File: src/rtl/assert_macros.svh
// Assertion helpers for the throttle block; clk and rst come from the module that uses them.
`ifndef ASSERT_MACROS_SVH
`define ASSERT_MACROS_SVH

// Same-cycle implication.
`define A_IMPLY(lbl, ante, cons) \
  lbl: assert property (@(posedge clk) disable iff (rst) (ante) |-> (cons)) \
    else $error("assertion failed");

// Next-cycle implication.
`define A_NEXT(lbl, ante, cons) \
  lbl: assert property (@(posedge clk) disable iff (rst) (ante) |=> (cons)) \
    else $error("assertion failed");

`endif

File: src/rtl/lbrt_pkg.sv
package lbrt_pkg;

  localparam int RATE_W    = 34;
  localparam int TOTAL_W   = 48;
  localparam int TIME_W    = 32;
  localparam int FILL_W    = 32;
  localparam int MULT_W    = 16;
  localparam int SLOT_IN_W = 6;
  localparam int CFG_IDX_W = 3;
  localparam int CFG_DAT_W = 34;

  // Drain product and saturation
  localparam int PROD_W = 63;
  localparam int HM_W   = 71;
  localparam int MAG_W  = 61;
  localparam logic [MAG_W-1:0] DRAIN_CAP = MAG_W'(1) << 60;
  localparam int LEN_W  = 62;

  // Burst factor of exactly 1.0 in Q8.8
  localparam logic [MULT_W-1:0] UNITY = 16'd256;

  // Decay divider
  localparam int NUMER_W    = RATE_W + MULT_W;
  localparam int DIV_CNT_W  = $clog2(NUMER_W + 1);

  localparam logic [CFG_IDX_W-1:0] REG_INITIAL_RATE = 3'd0;
  localparam logic [CFG_IDX_W-1:0] REG_TARGET_RATE  = 3'd1;
  localparam logic [CFG_IDX_W-1:0] REG_BURST_MULT   = 3'd2;
  localparam logic [CFG_IDX_W-1:0] REG_DECAY_SECS   = 3'd3;
  localparam logic [CFG_IDX_W-1:0] REG_DRAIN_MULT   = 3'd4;
  localparam logic [CFG_IDX_W-1:0] REG_BUCKET_BYTES = 3'd5;
  localparam logic [CFG_IDX_W-1:0] REG_RESTART_BYTES = 3'd6;

  typedef struct packed {
    logic [RATE_W-1:0] initial_rate;
    logic [RATE_W-1:0] target_rate;
    logic [MULT_W-1:0] burst_multiplier;
    logic [MULT_W-1:0] decay_seconds;
    logic [MULT_W-1:0] drain_multiplier;
    logic [FILL_W-1:0] bucket_bytes;
    logic [FILL_W-1:0] restart_bytes;
  } cfg_t;

  typedef struct packed {
    logic               valid;
    logic [FILL_W-1:0]  fill_level;
    logic [TOTAL_W-1:0] last_total;
    logic [TIME_W-1:0]  last_time;
    logic               throttle_flag;
    logic [RATE_W-1:0]  current_rate;
    logic [RATE_W-1:0]  start_rate;
    logic [TIME_W-1:0]  throttle_time;
    logic [RATE_W-1:0]  drain_rate;
  } entry_t;

  typedef struct packed {
    logic clear_wr;
    logic accept;
    logic mul1;
    logic mul2;
    logic eval;
    logic dec;
    logic fin;
  } cmd_t;

  typedef struct packed {
    logic clr_done;
    logic div_busy;
  } status_t;

endpackage

File: src/rtl/lbrt_ctrl.sv
module lbrt_ctrl (
  input  logic                clk,
  input  logic                rst,
  input  logic                in_valid,
  input  logic                out_ready,
  input  lbrt_pkg::status_t   st,
  output lbrt_pkg::cmd_t      cmd,
  output logic                in_ready,
  output logic                out_valid
);

  typedef enum logic [2:0] {
    S_CLEAR, S_IDLE, S_MUL1, S_MUL2, S_EVAL, S_DEC, S_DIV, S_FIN
  } state_t;

  state_t state;
  logic   slot_free;

  assign slot_free = !out_valid || out_ready;
  assign in_ready  = (state == S_IDLE);

  assign cmd.clear_wr = (state == S_CLEAR);
  assign cmd.accept   = in_valid && in_ready;
  assign cmd.mul1     = (state == S_MUL1);
  assign cmd.mul2     = (state == S_MUL2);
  assign cmd.eval     = (state == S_EVAL);
  assign cmd.dec      = (state == S_DEC);
  assign cmd.fin      = (state == S_FIN) && slot_free;

  always_ff @(posedge clk) begin
    if (rst) begin
      state     <= S_CLEAR;
      out_valid <= 1'b0;
    end else begin
      if (cmd.fin) begin
        out_valid <= 1'b1;
      end else if (out_ready) begin
        out_valid <= 1'b0;
      end
      unique case (state)
        S_CLEAR: if (st.clr_done) state <= S_IDLE;
        S_IDLE:  if (in_valid) state <= S_MUL1;
        S_MUL1:  state <= S_MUL2;
        S_MUL2:  state <= S_EVAL;
        S_EVAL:  state <= S_DEC;
        S_DEC:   state <= S_DIV;
        // hold until the decay divide finishes
        S_DIV:   if (!st.div_busy) state <= S_FIN;
        S_FIN:   if (slot_free) state <= S_IDLE;
        default: state <= S_IDLE;
      endcase
    end
  end

endmodule

File: config.mk
export PLATFORM = sky130hd
export DESIGN_NAME = lbrt_ctrl
export DESIGN_NICKNAME = d
export VERILOG_FILES = /design/src/rtl/assert_macros.svh /design/src/rtl/lbrt_pkg.sv /design/src/rtl/lbrt_ctrl.sv
export SDC_FILE = /design/constraint.sdc
export NUM_CORES = 1
export LEC_CHECK = 0
export ABC_AREA = 1
export BUFFER_PORTS_ARGS = -buffer_cell sky130_fd_sc_hd__buf_2
export CORE_AREA = 4 4 41 43
export CTS_BUF_LIST = sky130_fd_sc_hd__clkbuf_4 sky130_fd_sc_hd__clkbuf_8
export DETAILED_ROUTE_END_ITERATION = 12
export DIE_AREA = 0 0 45 47
export SETUP_SLACK_MARGIN = 0.5
export SKIP_LAST_GASP = 1
export SLEW_MARGIN = 20
export SYNTH_ARGS = -nofsm -noshare
export SYNTH_HDL_FRONTEND = slang
export SYNTH_SLANG_ARGS = --single-unit
export TNS_END_PERCENT = 50
File: constraint.sdc
create_clock -name clk -period 1.1 [get_ports clk]
set_clock_uncertainty 0.05 [all_clocks]
set_input_delay 0.055 -clock clk [delete_from_list [all_inputs] [get_ports clk]]
set_output_delay 0.055 -clock clk [all_outputs]
set_load 0.005 [all_outputs]
==> summary.md <==
| Metric | Value |
|---|---|
| Outcome | `complete, but fails checks` |
| Violated checks | `hold timing, setup timing` |
| Count of final setup violators | `4` |
| Fin area | `460.4 µm²` |
| FF-to-FF setup slack | `0.02 ns` |
| H-Tree Depth | `1` |
| Hold Path Class | `in -> reg` |
| Final hold slack | `-0.006538 ns` |
| Area Growth Syn to Fin | `61.40%` |
| # port buffers | `14` |
| CP peak stage delay | `0.39 ns` |
| Worst Path Arrival | `1.02 ns` |
| Post-DP Area | `370.4 µm²` |
| Post-synth cell types | `14` |
| Core outline area | `1301 µm²` |
| Die width | `45 µm` |
| CP max-delay cell | `dfxtp_4` |
| Clock transition at path regs | `0.04 ns` |
| R2r startpoint | `state[0]$_SDFFE_PP0P_` |
| Max-cap violations | `0` |
| Fmax | `0.8863 GHz` |
| RSZ-0062 raised after global routing | `true` |
| Worst slew margin | `88.92%` |
| Starting Density | `21.92%` |
| Dpl ws | `0.05953 ns` |
| Layout Nets | `74` |
| Crit share post-route | `102.6%` |
| Leak | `0.2475 nW` |
| Count of pins over their slew limit | `0` |
| Syn Area/Cell | `6.202 µm²` |
| Via count | `341` |
| CP required | `1.00 ns` |
| Routed Wire Length | `754 µm` |
| Synthesis warning total | `0` |
| CTS tree | `yes` |
| Gate Count Post-Synth | `46` |
| Placement Rows | `13` |
| Sink Count | `4` |
| Share of layout cells above drive strength 1 | `59.09%` |
| Routed len/inst | `9.309 µm` |
| Crit path kind | `reg -> out` |
| CTS root buffer | `clkbuf_4` |
| Yosys reg bits | `4` |
| CP Capture Type | `output port` |
| Synthesized Nets | `52` |
| First-pass GRT wire length | `1.262 mm` |
| Initial DRT Pass Iterations | `4` |
| Total Power | `0.0006889 W` |
| VDD IR max | `0.8950 mV` |
| Starting DRT DRC Count | `1` |
| Period minus WS final | `1.128 ns` |
| Endpoints failing hold | `2` |
| Top fanout value on the critical path | `5` |
| Height of the die | `47 µm` |
| Initial antenna violation count | `0` |
| Overall Global Routing Usage | `8.617%` |
| Gr ovfl total | `0` |
| Number of global-route vias before repair | `308` |
| Clk_lat worst skew | `0.24 ns` |
| Placer Congestion | `0.7621` |
| Antenna violation net count after detailed routing | `0` |
| Startpoint Class | `flop` |
| Largest net degree at the start of global routing | `10` |
| Max clock buf depth | `2` |
| Antenna fix cells | `0` |
| Synth Cell Area | `285.3 µm²` |
| Sequential share of the synthesized area | `28.07%` |
| Most common cell after layout, fill and taps aside | `buf_2` |
| DR DRC count | `0` |
| Die Area | `2115 µm²` |
| Critical-path cell list | `inv_4, nor2_4, inv_2, nor3_2, buf_2` |
| Ports | `15` |
| Hold_sp | `rst` |
| Most frequent cells in the layout | `buf_2 (14), nand2_1 (9), nor2_1 (7)` |
| TritonCTS buffer count | `3` |
| Vias per cell | `4.210` |
| Dpl hpwl | `535.3 µm` |
| Critical Path Start | `state[0]$_SDFFE_PP0P_` |
| Slew of the pin with the lowest slew margin | `0.1652 ns` |
| Worst Setup Slack, final | `-0.02829 ns` |
| PwrDens | `1496 nW/µm²` |
==> logic make-up after synthesis <==
family	synth area share [%]
AOI/OAI and AO/OA	12.28
buffers and inverters	15.79
DFF	28.07
and+or+nand+nor	43.86
==> final cells by class <==
cell class	count	area (µm²)
clock buffer	3	22.52
multi-input combinational	32	191.4
fill	144	840.8
inverter	9	36.28
tap	15	18.77
sequential	4	91.34
timing repair buffer	18	100.1
==> metrics by stage <==
| stage | utilization [%] | TNS, ns | std cells |
|---|---|---|---|
| 2_1_floorplan | - | 0 | 46 |
| 3_3_place_gp | 28.46 | 0 | 74 |
| 3_5_place_dp | 28.46 | 0 | 74 |
| 4_1_cts | 33.85 | -0.1021 | 81 |
| 5_1_grt | 35.38 | -0.6431 | 81 |
| 6_report | 35.38 | -0.08665 | 81 |
==> power by group <==
| part | leakage (nW) | internal [W] | total [W] | switching, W |
|---|---|---|---|---|
| logic | 0.199 | 0.000137 | 0.000283 | 0.000146 |
| clock network | 0.0138 | 0.000122 | 0.000185 | 0.0000632 |
| registers | 0.0347 | 0.000171 | 0.000220 | 0.0000492 |
==> critical path: cells and delay by family (launching register included) <==
kind,cells,cell delay (ns)
flops,1,0.39
buf+inv,3,0.23
simple gates,2,0.16
==> flip-flops by register name (all words and copies together) (netlist names) <==
register,flops
state,3
out_valid,1
==> timing repair <==
action                                  4_1_cts  5_1_grt
setup buffers                                 4        0
hold endpoints to repair                      3        0
pin swaps                                     1        3
gates cloned                                  0        0
resized for setup                             7        6
endpoints found under the setup margin       13       13
==> routing by layer <==
metal,vias up,GRT usage (%),part of all wire (%)
li1,183,-,-
met1,145,9.339,42
met2,13,14.12,46
met3,0,6.897,12
met4,0,0,0
met5,-,0,0
==> cell usage after synthesis <==
cell type	instances	area (µm²)
nor2_1	9	33.78
dfxtp_1	4	80.08
a211oi_1	1	7.510
inv_2	1	3.750
a21oi_1	3	15.01
a211oi_2	1	12.51
buf_6	1	11.26
inv_1	8	30.03
nand2_1	10	37.54
nand3_2	2	20.02
nand3_1	2	10.01
nor2_2	2	12.51
nor3_1	1	5.000
nand4_1	1	6.260
==> final timing paths <==
check             cells after the start                     end
setup / recovery                      5                  cmd[5]
hold / removal                        2   state[1]$_SDFFE_PP0P_
setup reg to reg                      8   state[0]$_SDFFE_PP0P_
hold reg to reg                       2  out_valid$_SDFFE_PP0P_
No activity file was read; power rests on OpenSTA's default activity.
